==> src/sv/tsr_pkg.sv <==
package tsr_pkg;

  // Default screen grid.
  localparam int unsigned X_CELLS_DEF = 120;
  localparam int unsigned Y_CELLS_DEF = 90;

  // Reciprocal divider widths. They cover every grid size from 16 to 127 cells.
  localparam int unsigned RECIP_W = 24;
  localparam int unsigned DIV_W   = 13;
  localparam int unsigned RAW_W   = 16;
  localparam int unsigned PROD_W  = RAW_W + RECIP_W;
  localparam int unsigned Q_W     = PROD_W - 32;
  localparam int unsigned QD_W    = RAW_W + 1;

  // Host command characters.
  localparam logic [7:0] CHAR_M    = 8'h4D;
  localparam logic [7:0] CHAR_POLL = 8'h3F;
  localparam logic [7:0] CHAR_ZERO = 8'h30;
  localparam logic [7:0] CHAR_NINE = 8'h39;
  localparam logic [7:0] CHAR_STOP = 8'h2E;

  // Command numbers that select the report behavior.
  localparam logic [15:0] CMD_POLLED   = 16'd1;
  localparam logic [15:0] CMD_STREAM_A = 16'd129;
  localparam logic [15:0] CMD_STREAM_B = 16'd130;
  localparam logic [15:0] CMD_MAX      = 16'hFFFF;

  localparam logic [6:0] SCALE_MAX = 7'd127;
  localparam logic [7:0] BYTE_BASE = 8'h40;
  localparam logic [3:0] NIBBLE_UP = 4'hF;

  localparam int unsigned REPORT_NIBBLES = 4;
  localparam int unsigned REPORT_BYTES   = REPORT_NIBBLES + 1;
  localparam int unsigned BYTE_CNT_W     = $clog2(REPORT_BYTES);

  localparam int unsigned QUEUE_DEPTH = 4;
  localparam int unsigned PTR_W       = $clog2(QUEUE_DEPTH);
  localparam int unsigned CNT_W       = $clog2(QUEUE_DEPTH + 1);

  // Entry 0 is the first nibble sent.
  typedef logic [REPORT_NIBBLES-1:0][3:0] report_t;

  typedef struct packed {
    logic    valid;
    report_t data;
  } push_t;

  typedef struct packed {
    logic full;
    logic empty;
  } queue_status_t;

endpackage

==> src/sv/tsr_if.sv <==
interface tsr_in_if;
  logic        valid;
  logic        ready;
  logic        mode;
  logic [7:0]  host_byte;
  logic [15:0] position_x;
  logic [15:0] position_y;
  logic [2:0]  buttons;

  modport source (
    output valid, mode, host_byte, position_x, position_y, buttons,
    input  ready
  );
  modport sink (
    input  valid, mode, host_byte, position_x, position_y, buttons,
    output ready
  );
endinterface

interface tsr_out_if;
  logic       valid;
  logic       ready;
  logic [7:0] report_byte;
  logic       last;

  modport source (
    output valid, report_byte, last,
    input  ready
  );
  modport sink (
    input  valid, report_byte, last,
    output ready
  );
endinterface

==> src/sv/tsr_front.sv <==
module tsr_front #(
  parameter int unsigned X_CELLS = tsr_pkg::X_CELLS_DEF,
  parameter int unsigned Y_CELLS = tsr_pkg::Y_CELLS_DEF
) (
  input  logic                   clk_i,
  input  logic                   rst_ni,
  tsr_in_if.sink                 in_i,
  output tsr_pkg::push_t         push_o,
  input  tsr_pkg::queue_status_t status_i
);
  import tsr_pkg::*;

  localparam int unsigned DivX = 65536 / X_CELLS;
  localparam int unsigned DivY = 65536 / Y_CELLS;
  localparam longint unsigned RecipX = 64'd4294967296 / DivX;
  localparam longint unsigned RecipY = 64'd4294967296 / DivY;
  localparam logic [RECIP_W-1:0] RECIP_X_C = RECIP_W'(RecipX);
  localparam logic [RECIP_W-1:0] RECIP_Y_C = RECIP_W'(RecipY);
  localparam logic [DIV_W-1:0]   DIV_X_C   = DIV_W'(DivX);
  localparam logic [DIV_W-1:0]   DIV_Y_C   = DIV_W'(DivY);

  // The reciprocal estimate is at most one low; one compare fixes it.
  function automatic logic [6:0] scale_fix(logic [RAW_W-1:0] raw, logic [Q_W-1:0] q,
                                           logic [QD_W-1:0] qd, logic [DIV_W-1:0] div);
    logic [QD_W-1:0] rem;
    logic [Q_W:0]    v;
    rem = {1'b0, raw} - qd;
    v   = {1'b0, q} + (Q_W+1)'(1) + ((rem >= QD_W'(div)) ? (Q_W+1)'(1) : (Q_W+1)'(0));
    return (v > (Q_W+1)'(SCALE_MAX)) ? SCALE_MAX : v[6:0];
  endfunction

  // Stage 1: reciprocal products.
  logic                v1_q;
  logic                mode1_q;
  logic [7:0]          byte1_q;
  logic [2:0]          btn1_q;
  logic [RAW_W-1:0]    rawx1_q, rawy1_q;
  logic [PROD_W-1:0]   prodx1_q, prody1_q;
  // Stage 2: quotient estimates and their back products.
  logic                v2_q;
  logic                mode2_q;
  logic [7:0]          byte2_q;
  logic [2:0]          btn2_q;
  logic [RAW_W-1:0]    rawx2_q, rawy2_q;
  logic [Q_W-1:0]      qx2_q, qy2_q;
  logic [QD_W-1:0]     qdx2_q, qdy2_q;
  // Stage 3: scaled position, classified against the command state.
  logic                v3_q;
  logic                mode3_q;
  logic [7:0]          byte3_q;
  logic [2:0]          btn3_q;
  logic [6:0]          x3_q, y3_q;

  logic                ready1, ready2, ready3;
  logic [RAW_W-1:0]    raw_x_inv;
  logic [PROD_W-1:0]   prodx, prody;
  logic [Q_W-1:0]      qx_est, qy_est;
  logic [Q_W+DIV_W-1:0] qdx_full, qdy_full;

  // Command and history state.
  logic [15:0] cmd_q, cmd_d;
  logic [6:0]  prev_x_q, prev_y_q;
  logic [2:0]  prev_btn_q;
  logic        prev_valid_q;
  logic        report;
  logic        consume;
  logic [7:0]  digit_sub;
  logic [19:0] cmd_ext;
  report_t     data;

  assign ready3     = !v3_q || !status_i.full;
  assign ready2     = !v2_q || ready3;
  assign ready1     = !v1_q || ready2;
  assign in_i.ready = ready1;
  assign consume    = v3_q && !status_i.full;

  assign raw_x_inv = ~in_i.position_x;
  assign prodx     = PROD_W'(raw_x_inv) * PROD_W'(RECIP_X_C);
  assign prody     = PROD_W'(in_i.position_y) * PROD_W'(RECIP_Y_C);
  assign qx_est    = prodx1_q[PROD_W-1:32];
  assign qy_est    = prody1_q[PROD_W-1:32];
  assign qdx_full  = (Q_W+DIV_W)'(qx_est) * (Q_W+DIV_W)'(DIV_X_C);
  assign qdy_full  = (Q_W+DIV_W)'(qy_est) * (Q_W+DIV_W)'(DIV_Y_C);

  always_ff @(posedge clk_i or negedge rst_ni) begin
    if (!rst_ni) begin
      v1_q <= 1'b0;
      v2_q <= 1'b0;
      v3_q <= 1'b0;
    end else begin
      if (ready1) v1_q <= in_i.valid;
      if (ready2) v2_q <= v1_q;
      if (ready3) v3_q <= v2_q;
    end
  end

  always_ff @(posedge clk_i) begin
    if (ready1) begin
      mode1_q  <= in_i.mode;
      byte1_q  <= in_i.host_byte;
      btn1_q   <= in_i.buttons;
      rawx1_q  <= raw_x_inv;
      rawy1_q  <= in_i.position_y;
      prodx1_q <= prodx;
      prody1_q <= prody;
    end
    if (ready2) begin
      mode2_q <= mode1_q;
      byte2_q <= byte1_q;
      btn2_q  <= btn1_q;
      rawx2_q <= rawx1_q;
      rawy2_q <= rawy1_q;
      qx2_q   <= qx_est;
      qy2_q   <= qy_est;
      qdx2_q  <= qdx_full[QD_W-1:0];
      qdy2_q  <= qdy_full[QD_W-1:0];
    end
    if (ready3) begin
      mode3_q <= mode2_q;
      byte3_q <= byte2_q;
      btn3_q  <= btn2_q;
      x3_q    <= scale_fix(rawx2_q, qx2_q, qdx2_q, DIV_X_C);
      y3_q    <= scale_fix(rawy2_q, qy2_q, qdy2_q, DIV_Y_C);
    end
  end

  assign digit_sub = byte3_q - CHAR_ZERO;
  assign cmd_ext   = 20'({cmd_q, 3'b000}) + 20'({cmd_q, 1'b0}) + 20'(digit_sub[3:0]);

  always_comb begin
    logic poll;
    logic stream;
    logic changed;
    poll  = 1'b0;
    cmd_d = cmd_q;
    if (mode3_q) begin
      if (byte3_q == CHAR_M) begin
        cmd_d = '0;
      end else if (byte3_q >= CHAR_ZERO && byte3_q <= CHAR_NINE) begin
        cmd_d = (cmd_ext > 20'(CMD_MAX)) ? CMD_MAX : cmd_ext[15:0];
      end else if (byte3_q == CHAR_POLL) begin
        poll = (cmd_q == CMD_POLLED);
      end
    end
    stream  = (cmd_d == CMD_STREAM_A) || (cmd_d == CMD_STREAM_B);
    changed = !prev_valid_q || (x3_q != prev_x_q) || (y3_q != prev_y_q) ||
              (btn3_q != prev_btn_q);
    report  = poll || (stream && changed);
  end

  always_comb begin
    if (btn3_q[0]) begin
      data[0] = {1'b0, x3_q[6:4]};
      data[1] = x3_q[3:0];
      data[2] = {1'b0, y3_q[6:4]};
      data[3] = y3_q[3:0];
    end else begin
      data = {REPORT_NIBBLES{NIBBLE_UP}};
    end
  end

  assign push_o.valid = consume && report;
  assign push_o.data  = data;

  always_ff @(posedge clk_i or negedge rst_ni) begin
    if (!rst_ni) begin
      cmd_q        <= '0;
      prev_x_q     <= '0;
      prev_y_q     <= '0;
      prev_btn_q   <= '0;
      prev_valid_q <= 1'b0;
    end else if (consume) begin
      cmd_q <= cmd_d;
      if (report) begin
        prev_x_q     <= x3_q;
        prev_y_q     <= y3_q;
        prev_btn_q   <= btn3_q;
        prev_valid_q <= 1'b1;
      end
    end
  end

endmodule

==> src/sv/tsr_queue.sv <==
module tsr_queue (
  input  logic                   clk_i,
  input  logic                   rst_ni,
  input  tsr_pkg::push_t         push_i,
  input  logic                   pop_i,
  output tsr_pkg::queue_status_t status_o,
  output tsr_pkg::report_t       head_o
);
  import tsr_pkg::*;

  report_t          mem_q [QUEUE_DEPTH];
  logic [PTR_W-1:0] wr_ptr_q, rd_ptr_q;
  logic [CNT_W-1:0] count_q;
  logic             do_push, do_pop;

  assign status_o.full  = (count_q == CNT_W'(QUEUE_DEPTH));
  assign status_o.empty = (count_q == '0);
  assign do_push        = push_i.valid && !status_o.full;
  assign do_pop         = pop_i && !status_o.empty;
  assign head_o         = mem_q[rd_ptr_q];

  always_ff @(posedge clk_i or negedge rst_ni) begin
    if (!rst_ni) begin
      wr_ptr_q <= '0;
      rd_ptr_q <= '0;
      count_q  <= '0;
    end else begin
      if (do_push) begin
        wr_ptr_q <= (wr_ptr_q == PTR_W'(QUEUE_DEPTH - 1)) ? '0 : wr_ptr_q + PTR_W'(1);
      end
      if (do_pop) begin
        rd_ptr_q <= (rd_ptr_q == PTR_W'(QUEUE_DEPTH - 1)) ? '0 : rd_ptr_q + PTR_W'(1);
      end
      if (do_push && !do_pop) begin
        count_q <= count_q + CNT_W'(1);
      end else if (do_pop && !do_push) begin
        count_q <= count_q - CNT_W'(1);
      end
    end
  end

  always_ff @(posedge clk_i) begin
    if (do_push) mem_q[wr_ptr_q] <= push_i.data;
  end

endmodule

==> src/sv/tsr_back.sv <==
module tsr_back (
  input  logic                   clk_i,
  input  logic                   rst_ni,
  input  tsr_pkg::queue_status_t status_i,
  input  tsr_pkg::report_t       head_i,
  output logic                   pop_o,
  tsr_out_if.source              out_o
);
  import tsr_pkg::*;

  localparam logic [BYTE_CNT_W-1:0] LAST_IDX = BYTE_CNT_W'(REPORT_BYTES - 1);

  logic                  busy_q;
  logic [BYTE_CNT_W-1:0] cnt_q;
  report_t               data_q;
  logic                  out_done;
  logic                  is_last;

  assign is_last  = (cnt_q == LAST_IDX);
  assign out_done = out_o.valid && out_o.ready;
  // The next report loads as the terminator of the current one goes out.
  assign pop_o    = !status_i.empty && (!busy_q || (out_done && is_last));

  assign out_o.valid       = busy_q;
  assign out_o.last        = is_last;
  assign out_o.report_byte = is_last ? CHAR_STOP
                                     : BYTE_BASE + {4'b0000, data_q[cnt_q[1:0]]};

  always_ff @(posedge clk_i or negedge rst_ni) begin
    if (!rst_ni) begin
      busy_q <= 1'b0;
      cnt_q  <= '0;
    end else if (pop_o) begin
      busy_q <= 1'b1;
      cnt_q  <= '0;
    end else if (out_done) begin
      if (is_last) begin
        busy_q <= 1'b0;
        cnt_q  <= '0;
      end else begin
        cnt_q <= cnt_q + BYTE_CNT_W'(1);
      end
    end
  end

  always_ff @(posedge clk_i) begin
    if (pop_o) data_q <= head_i;
  end

endmodule

==> src/sv/touch_screen_serial_reporter_core.sv <==
// A reporting item passes through the pipeline stages and the report queue to the serializer.
// The front takes one item per cycle unless a full queue stalls it; a report holds the output
// for its five bytes, and a four-report queue absorbs bursts before input stalls.
// Reset clears the command number, the last reported position and buttons, the pipeline,
// the queue and the serializer; the first streaming item after reset always reports.
module touch_screen_serial_reporter_core #(
  parameter int unsigned X_CELLS = tsr_pkg::X_CELLS_DEF,
  parameter int unsigned Y_CELLS = tsr_pkg::Y_CELLS_DEF
) (
  input  logic      clk_i,
  input  logic      rst_ni,
  tsr_in_if.sink    in_i,
  tsr_out_if.source out_o
);
  import tsr_pkg::*;

  push_t         push;
  queue_status_t status;
  report_t       head;
  logic          pop;

  tsr_front #(
    .X_CELLS(X_CELLS),
    .Y_CELLS(Y_CELLS)
  ) u_front (
    .clk_i   (clk_i),
    .rst_ni  (rst_ni),
    .in_i    (in_i),
    .push_o  (push),
    .status_i(status)
  );

  tsr_queue u_queue (
    .clk_i   (clk_i),
    .rst_ni  (rst_ni),
    .push_i  (push),
    .pop_i   (pop),
    .status_o(status),
    .head_o  (head)
  );

  tsr_back u_back (
    .clk_i   (clk_i),
    .rst_ni  (rst_ni),
    .status_i(status),
    .head_i  (head),
    .pop_o   (pop),
    .out_o   (out_o)
  );

endmodule

==> src/flat_wrapper.sv <==
// flat-port wrapper written by rule: the top's interface ports become plain ports
module touch_screen_serial_reporter_core_flat import tsr_pkg::*;
#(
  parameter int unsigned X_CELLS = tsr_pkg::X_CELLS_DEF,
  parameter int unsigned Y_CELLS = tsr_pkg::Y_CELLS_DEF
)
  (clk_i, rst_ni, in_i_valid, in_i_mode, in_i_host_byte, in_i_position_x, in_i_position_y, in_i_buttons, in_i_ready, out_o_valid, out_o_report_byte, out_o_last, out_o_ready);
  tsr_in_if in_i_i ();
  tsr_out_if out_o_i ();
  input  logic clk_i;
  input  logic rst_ni;
  input wire logic [$bits(in_i_i.valid)-1:0] in_i_valid;
  input wire logic [$bits(in_i_i.mode)-1:0] in_i_mode;
  input wire logic [$bits(in_i_i.host_byte)-1:0] in_i_host_byte;
  input wire logic [$bits(in_i_i.position_x)-1:0] in_i_position_x;
  input wire logic [$bits(in_i_i.position_y)-1:0] in_i_position_y;
  input wire logic [$bits(in_i_i.buttons)-1:0] in_i_buttons;
  output wire logic [$bits(in_i_i.ready)-1:0] in_i_ready;
  output wire logic [$bits(out_o_i.valid)-1:0] out_o_valid;
  output wire logic [$bits(out_o_i.report_byte)-1:0] out_o_report_byte;
  output wire logic [$bits(out_o_i.last)-1:0] out_o_last;
  input wire logic [$bits(out_o_i.ready)-1:0] out_o_ready;
  assign in_i_i.valid = in_i_valid;
  assign in_i_i.mode = in_i_mode;
  assign in_i_i.host_byte = in_i_host_byte;
  assign in_i_i.position_x = in_i_position_x;
  assign in_i_i.position_y = in_i_position_y;
  assign in_i_i.buttons = in_i_buttons;
  assign in_i_ready = in_i_i.ready;
  assign out_o_valid = out_o_i.valid;
  assign out_o_report_byte = out_o_i.report_byte;
  assign out_o_last = out_o_i.last;
  assign out_o_i.ready = out_o_ready;
  touch_screen_serial_reporter_core #(.X_CELLS(X_CELLS), .Y_CELLS(Y_CELLS)) u_core (.clk_i(clk_i), .rst_ni(rst_ni), .in_i(in_i_i), .out_o(out_o_i));
endmodule
==> config.mk <==
export PLATFORM = sky130hd
export DESIGN_NAME = touch_screen_serial_reporter_core_flat
export DESIGN_NICKNAME = d
export VERILOG_FILES = /design/src/sv/tsr_pkg.sv /design/src/sv/tsr_if.sv /design/src/sv/tsr_front.sv /design/src/sv/tsr_queue.sv /design/src/sv/tsr_back.sv /design/src/sv/touch_screen_serial_reporter_core.sv /design/src/flat_wrapper.sv
export SDC_FILE = /design/constraint.sdc
export NUM_CORES = 1
export LEC_CHECK = 0
export BUFFER_PORTS_ARGS = -buffer_cell sky130_fd_sc_hd__buf_2
export CORE_MARGIN = 2
export CORE_UTILIZATION = 35
export DETAILED_ROUTE_END_ITERATION = 10
export GPL_ROUTABILITY_DRIVEN = 0
export PLACE_DENSITY = 0.61
export REMOVE_ABC_BUFFERS = 1
export SLEW_MARGIN = 20
export SYNTH_ARGS = -nofsm -noshare
export SYNTH_HDL_FRONTEND = slang
export SYNTH_SLANG_ARGS = --single-unit
export TNS_END_PERCENT = 30
==> constraint.sdc <==
create_clock -name clk_i -period 5.5 [get_ports clk_i]
set_clock_uncertainty 0.2 [all_clocks]
set_input_delay 0.275 -clock clk_i [delete_from_list [all_inputs] [get_ports clk_i]]
set_output_delay 0.275 -clock clk_i [all_outputs]
set_load 0.02 [all_outputs]
==> qor.yml <==
run_status:
  status: "finished, final reports clean"
worst_setup_path:
  end_kind: "flop"
  rr_startpoint: "u_core.u_front.byte3_q[3]"
  r2r_setup_slack_ns: 0.23
  critPathMaxFanout: 10
  reg2reg_depth: 21
  startpoint: "u_core.u_front.byte3_q[3]"
  start_kind: "flop"
  cp.arrival_ns: 5.55
  crit_type: "reg2reg"
  crit_required_ns: 5.78
  r2r_end: "u_core.u_queue.count_q[2]"
detailed_routing:
  antenna_left: 0
  post_drt_wl_per_cell_um: 14.9
  initialDrtViolationCount: 504
  wl_um: 41600
  drtPass1Iterations: 5
  via_per_inst: 4.85
  vias: 13500
  drcViolationCount: 0
clock_tree:
  cts_tree: "done"
  htreeDepth: 1
  clock_latency_ns: 0.56
  clkTransAtPathRegs_ns: 0.07
  cts_buffers: 30
  cts_root_buf: "clkbuf_16"
  clock_path_buffers: 3
  cts_num_sinks: 282
sta:
  fin_crit_sh_pct: 95.7
  worst_pin_slew_ns: 0.950
  fmax_mhz: 190
  maxSlewViolCount: 0
  fin_crit_ns: 5.27
  setup_viol: 0
  final-hold-violation-count: 0
  rsz0062_at_grt: "true"
  slew_headroom_pct: 36.7
run:
  max_cap_viol_count: 0
global_route:
  antenna_found_initial: 0
  grt_pass1_wl_um: 69800
  grt_pass1_vias: 14200
  grt_max_degree: 81
  grt_overflow_total: 0
  grt_usage_pct: 13.6
synthesis:
  synth.most_common_cell: "ha_1"
  synth_seq_cells: 282
  synth.area.top_cells: "edfxtp_1, ha_1, fa_1"
  synth-seq-area-share_pct: 38.9
  syn_inst: 1794
  ys.flop_type: "edfxtp_1"
  ys_top_cells_by_count: "ha_1, inv_1, edfxtp_1"
  synth.yosys.warnings: 0
  synth_area_mm2: 0.0212
  yosys.area.top_type: "edfxtp_1"
  synth_top_area_share_pct: 33.2
  synth_async_sr_flop_share_pct: 17.0
  synth_edf_count: 234
  ys_types: 75
  syn_avg_cell_area_um2: 11.8
placement:
  dp_cells: 2695
  place_area_mm2: 0.0230
  io_buffer_count: 56
  dp_hpwl_um: 32800
min_path:
  hold_class: "in2reg"
  whs_endpoint: "u_core.u_front.rawx1_q[12]"
  hp-start: "in_i_position_x[12]"
  holdPathStages: 3
floorplanning:
  die_w_um: 250
  die_area_mm2: 0.0624
  num_rows: 90
  die_h_um: 250
  core_region_area_mm2: 0.0600
  ios: 59
  initial_utilization_pct: 35.3
layout:
  antenna_cells: 0
  instances_no_fill: 2787
  postLayoutCellArea_mm2: 0.0245
  syn_to_final_growth_pct: 16.0
  finalNetCount: 2505
  n_fill_cell: 5610
  layout-drive-gt1-share_pct: 14.2
power:
  powerDensity_mw_per_mm2: 589
  p_leak_nw: 11.5
  irDropWorstVdd_mv: 0.488
-- cell type report --
| class | instances | area [um^2] | area share, % |
|---|---|---|---|
| Multi-Input combinational cell | 1141 | 11700 | 47.8 |
| Sequential cell | 282 | 8230 | 33.5 |
| Timing Repair Buffer | 179 | 1310 | 5.32 |
| Inverter | 347 | 1300 | 5.31 |
| Tap cell | 782 | 978 | 3.99 |
| Clock buffer | 42 | 878 | 3.58 |
| Clock inverter | 14 | 120 | 0.489 |
-- what timing repair did --
item                                    4_1_cts  5_1_grt
endpoints found under the setup margin        1       72
hold buffers                                 35        0
gates resized for setup                       2       40
setup buffers                                 0        1
endpoints found under the hold margin        85        0
pin swaps                                     0       17
-- routing by layer --
layer	track usage [%]	part of all wire, %
met1	17.1	45
met2	24.6	50
met3	1.40	2.7
met4	3.82	2.4
met5	0	0
-- metrics by stage --
| step | setup slack, ns | utilization, % | setup TNS [ns] | power [mW] | hold slack [ns] |
|---|---|---|---|---|---|
| 3_3_place_gp | -0.536 | 38.3 | -1.85 | 12.0 | 0.201 |
| 2_1_floorplan | -0.321 | - | -0.328 | 10.2 | -0.221 |
| 4_1_cts | 0.0130 | 40.6 | 0 | 14.4 | 0.00125 |
| 6_report | 0.234 | 40.9 | 0 | 14.5 | 0.0182 |
| 5_1_grt | -0.0333 | 40.9 | -0.0427 | 16.0 | 0.0387 |
| 3_5_place_dp | -0.700 | 38.3 | -2.65 | 12.3 | 0.205 |
-- flip-flops by register name (all words and copies together) (netlist names), 13 cells and up --
name,flops
u_core.u_front.qdx2_q,16
u_core.u_front.qdy2_q,14
u_core.u_front.cmd_q,16
u_core.u_queue.mem_q,60
u_core.u_front.rawx2_q,15
u_core.u_front.rawy1_q,13
u_core.u_back.data_q,15
u_core.u_front.rawy2_q,13
u_core.u_front.rawx1_q,15
-- logic make-up after synthesis --
| logic type | after synthesis | synth area share [%] |
|---|---|---|
| adder cells (fa/ha/maj) | 476 | 32.4 |
| buffers and inverters | 372 | 6.79 |
| flip-flops | 282 | 38.9 |
| AO/OA/AOI/OAI | 276 | 8.54 |
| AND/OR/NAND/NOR | 256 | 6.09 |
| XOR/XNOR | 86 | 3.56 |
| multiplexers | 45 | 3.67 |
| other | 1 | 0.0177 |
-- critical path, stage by stage, from the launching register on --
cell      delay, ns
edfxtp_1       0.39
inv_1          0.08
fa_1           0.53
inv_1          0.07
fa_1           0.49
a211oi_2       0.34
o21ai_2        0.16
nand4b_1       0.18
a21oi_1        0.07
nand4b_1       0.25
buf_4          0.24
o41ai_1        0.33
o21ai_1        0.16
nor4_4         0.34
a21oi_2        0.11
nor2_1         0.19
ha_2           0.24
inv_1          0.05
fa_1           0.37
xor2_1         0.15
nor2_1         0.11
xor2_1         0.14
-- power breakdown --
group / internal [mW] / leakage [nW] / switching, mW
logic: 4.03 / 8.03 / 4.63
registers: 3.27 / 2.96 / 0.519
clock network: 1.17 / 0.484 / 0.834
total: 8.47 / 11.5 / 5.98
-- placed cells by master (no fill, tap or decap), drive strengths merged, types with 4 or more instances in the layout --
cell	netlist	routed
ha	355	355
inv	347	350
edfxtp	234	234
buf	13	144
fa	121	121
a21oi	75	75
nand2	61	61
o21ai	60	60
xnor2	59	59
nor2	57	57
dfrtp	48	48
clkbuf	12	42
dlygate4sd3	0	35
a21o	29	29
xor2	27	27
nand2b	24	24
mux2	23	23
nand3	22	22
mux4	18	18
nor3	16	16
nand4	14	14
nor4	14	14
o21bai	13	13
o21a	13	13
a31oi	13	13
nor2b	11	11
and3	10	10
o31ai	10	10
a211oi	8	8
clkinv	0	7
or2	6	6
o211ai	6	6
a31o	6	6
a2111oi	5	5
a21boi	4	4
or3	4	4
mux2i	4	4
nor3b	4	4
o2111ai	4	4
-- how the worst max path moves through the flow --
stage                                              to
after floorplan           u_core.u_front.prodx1_q[38]
after global placement    u_core.u_front.prodx1_q[38]
after detailed placement  u_core.u_front.prodx1_q[38]
after CTS                   u_core.u_queue.count_q[2]
after global routing        u_core.u_queue.count_q[2]
final                       u_core.u_queue.count_q[2]
(Power assumes the default switching activity.)
